File: src/design/vli_pkg.sv
// ----------------------------------------------------------------------------
// vli_pkg
// Shared types and constants for the three-axis linear interpolator.
// ----------------------------------------------------------------------------
package vli_pkg;

	localparam int AXES      = 3;
	localparam int SAMPLE_W  = 16;
	localparam int TIME_W    = 32;
	localparam int DIV_W     = TIME_W + 1;
	localparam int NUM_W     = DIV_W + SAMPLE_W;
	localparam int CELLS     = SAMPLE_W;

	typedef logic [AXES-1:0][DIV_W:0]      rem_t;
	typedef logic [AXES-1:0][SAMPLE_W-1:0] quo_t;

	typedef struct packed {
		logic              vld;
		logic              err;
		logic [TIME_W-1:0] tq;
		logic [DIV_W-1:0]  dv;
		logic [AXES-1:0]   neg;
		rem_t              rem;
		quo_t              num;
	} div_stage_t;

endpackage

File: src/design/vli_cell.sv
// ----------------------------------------------------------------------------
// vli_cell
// One restoring division step for all three axes; shifts one quotient bit in.
// ----------------------------------------------------------------------------
module vli_cell
	import vli_pkg::*;
(
	input  logic       clk,
	input  logic       arst_n,
	input  div_stage_t st_i,
	output div_stage_t st_o
);

	logic [DIV_W:0] trial [AXES];
	logic [AXES-1:0] fits;

	always_comb begin
		for (int i = 0; i < AXES; i++) begin
			trial[i] = {st_i.rem[i][DIV_W-1:0], st_i.num[i][SAMPLE_W-1]};
			fits[i]  = (trial[i] >= {1'b0, st_i.dv});
		end
	end

	always_ff @(posedge clk or negedge arst_n) begin
		if (!arst_n) begin
			st_o <= '0;
		end else begin
			st_o.vld <= st_i.vld;
			st_o.err <= st_i.err;
			st_o.tq  <= st_i.tq;
			st_o.dv  <= st_i.dv;
			st_o.neg <= st_i.neg;
			for (int i = 0; i < AXES; i++) begin
				st_o.rem[i] <= fits[i] ? trial[i] - {1'b0, st_i.dv} : trial[i];
				st_o.num[i] <= {st_i.num[i][SAMPLE_W-2:0], fits[i]};
			end
		end
	end

endmodule

File: config.mk
export PLATFORM = sky130hd
export DESIGN_NAME = vli_cell
export DESIGN_NICKNAME = d
export VERILOG_FILES = /design/src/design/vli_pkg.sv /design/src/design/vli_cell.sv
export SDC_FILE = /design/constraint.sdc
export NUM_CORES = 1
export LEC_CHECK = 0
export ABC_AREA = 1
export ABC_CLOCK_PERIOD_IN_PS = 1170
export BUFFER_PORTS_ARGS = -buffer_cell sky130_fd_sc_hd__buf_2
export CAP_MARGIN = 10
export CELL_PAD_IN_SITES_DETAIL_PLACEMENT = 1
export CELL_PAD_IN_SITES_GLOBAL_PLACEMENT = 2
export CORE_ASPECT_RATIO = 0.5
export CORE_MARGIN = 3
export CORE_UTILIZATION = 30
export CTS_CLUSTER_SIZE = 30
export DETAILED_ROUTE_END_ITERATION = 6
export PLACE_DENSITY = 0.86
export SETUP_SLACK_MARGIN = 0.3
export SYNTH_ARGS = -nofsm -noshare
export SYNTH_HDL_FRONTEND = slang
export SYNTH_SLANG_ARGS = --single-unit
File: constraint.sdc
create_clock -name clk -period 1.17 [get_ports clk]
set_clock_uncertainty 0.2 [all_clocks]
set_input_delay 0 -clock clk [delete_from_list [all_inputs] [get_ports clk]]
set_output_delay 0 -clock clk [all_outputs]
set_load 0.01 [all_outputs]
==> metrics <==
Async SR Flop Fraction 1.00; RSZ-0062 raised after global routing true; Total GRT Usage 0.266; critical path depth in cells 15; clk buf depth 3; Routed Antenna Nets 0; TritonCTS clock tree yes; Rel. slew slack 0.701; vias post-DR 18,450; Max IR drop VDD 0.993 mV; Top Registers st_o x220; first-pass GRT wire length 108,000 um; slowest cell on the critical path ha_4; total wire length 76,400 um; Post-synth EDFFs 0; Max-cap violations 0; DR WL/cell 19.3 um; NumNets Final 3,617; most frequent cells after synthesis nand2_1, inv_1, dfrtp_1; initial drt markers 777; area added between synthesis and finish 73.1%; CTS clock-pin slew for the worst setup and hold paths 0.07 ns; mapped cell area 15,000 um^2; filler instances 6,160; fin crit period 1.85 ns; crit-path max cell delay 0.34 ns; Initial Utilization 0.306; ys flop type dfrtp_1; CP dominant cell by count nand2_1; DR DRC count 0; dominant cells by area after synthesis dfrtp_1, nand2_1, inv_1; area post-placement 21,200 um^2; Die H 164 um; Startpoint Class input port; CTS root buf clkbuf_16; Most Used Layer, Global Route met2; layout cells sized above 1 0.391; GPL Wtd Cong 0.901; Worst Setup Path Type in -> reg; worst slew pin tran 0.448 ns; Largest Register st_o; final slew viol count 0; syn nets 2,553; min-delay worst type in -> reg; Final Hold Vio Count 421; met2 usage 0.494; Setup Viol. Count Final 325; vias per cell 4.66; cell breakdown of the critical path buf_6, clkinvlp_4, ha_4, nand2_1, nand2_1, buf_4, inv_1, nand2_1, nor2_1, o21ai_0, buf_4, buf_4, xor2_1, nand2_1, nand2_1; warnings from Yosys 0; area of the multi-input gates 9390 um^2; top-count cell post-synth nand2_1; cells after synthesis 2,229; number of synthesized register bits 220; top cell type's share of synthesized area 0.368; Bufs and invs on worst path 6; CP Capture Type flop; post-synthesis sequential area ratio 0.368; Pleak 0.0143 uW; Mapped Avg Cell Area 6.71 um^2; GRT overflow 0; Register Area 5510 um^2; pre-CTS WS -1.23 ns; Die Area 52,800 um^2; total CTS buffers 24; Final HPWL DP 55,800 um; CP Data Required Time 1.42 ns; Pwr per Cell Area 1090 nW/um^2; met3 Usage GRT 0.0404; CP Data Arrival Time 2.10 ns; Initial DRT Pass Iterations 5; top cell type by total area after synthesis dfrtp_1; Finished Cell Area 25,900 um^2; max FFs per register 220; Setup WS post-layout -0.678 ns; IO Port Bufs 438; GR Layer Usage met1 0.314; critical path peak fanout 4; WHS -0.627 ns; fin crit share 1.58; Boundary Pins 442; critical path's top delay family buffers and inverters; pin count of the biggest net entering global routing 62; initial antenna violation count 4; violated checks hold timing, setup timing; vias in the first global route 19,706; row count 57; Hold Crit Depth 1; clock sink count 220; fmax 541 MHz; Core ar. 48,900 um^2; H-tree depth 1; Yosys cell types 31; Horiz. Die Dim 322 um; outcome finished with violations
cells in the final DEF (no fill, tap or decap), drive strengths merged:
cell type and count:
o21ai 17, a21oi 72, clkbuf 40, clkinv 5
ha 99, nand3b 5, nand3 95, nor4 6
o21bai 9, dlymetal6s4s 1, dlygate4sd3 150, nor3 16
xor2 43, fa 3, and2 3, a21o 6
nand2 1018, or2 6, xnor2 5, o21a 3
nor2 189, dfrtp 220, clkinvlp 17, diode 5
nand4 19, buf 897, inv 364
logic make-up (layout without fill, tap and decap cells):
logic type	Yosys count	after routing	synth area share
xor+xnor	48	48	0.0281
other cells	0	5	0
compound gates	107	107	0.0396
simple gates	1357	1357	0.370
buf+inv	395	1474	0.108
fa+ha+maj	102	102	0.0868
flops	220	220	0.368
final cells by class:
| class | instances | share of cell area |
|---|---|---|
| Antenna cell | 5 | 0.000483 |
| Clock buffer | 32 | 0.0251 |
| Clock inverter | 9 | 0.00295 |
| Inverter | 377 | 0.0579 |
| Multi-Input combinational cell | 1614 | 0.363 |
| Sequential cell | 220 | 0.213 |
| Tap cell | 649 | 0.0313 |
| Timing Repair Buffer | 1056 | 0.307 |
stage by stage:
step	util	power, uW	hold slack (ns)	instances	setup TNS (ns)
2_1_floorplan	-	13500	-0.496	2229	-54.85
3_3_place_gp	0.434	18400	-0.358	3704	-115.43
3_5_place_dp	0.434	18600	-0.356	3704	-119.58
4_1_cts	0.496	27200	-0.678	3901	-105.22
5_1_grt	0.529	29900	-0.649	3961	-97.64
6_report	0.530	28300	-0.627	3962	-81.56
routing by layer:
| layer | wire (um) | vias to the layer above |
|---|---|---|
| met1 | 31300 | 8987 |
| met4 | 2840 | 0 |
| li1 | - | 8873 |
| met2 | 39000 | 435 |
| met3 | 3220 | 155 |
| met5 | 0 | - |
what timing repair did:
action                                 4_1_cts  5_1_grt
pin swaps                                    5       72
gates cloned                                 4        8
endpoints found under the hold margin      437      425
setup endpoints to repair                  325      545
hold buffers                               131       24
buffers inserted                            21       24
gates resized for setup                    145      237
power breakdown:
part           switching (uW)  total [uW]  internal [uW]
sequential                293        8800           8510
clock                    3620        7560           3950
combinational            6590       12000           5380
total                   10500       28300          17800
worst paths after layout:
kind	slack, ns	end	start
worst min-delay path	-0.63	st_o[162]	st_i[162]
max in group asynchronous	0.69	st_o[32]	arst_n
min in group asynchronous	-0.59	st_o[164]	arst_n
worst max-delay path	-0.68	st_o[129]	st_i[157]
No activity file was read; power rests on OpenSTA's default activity.
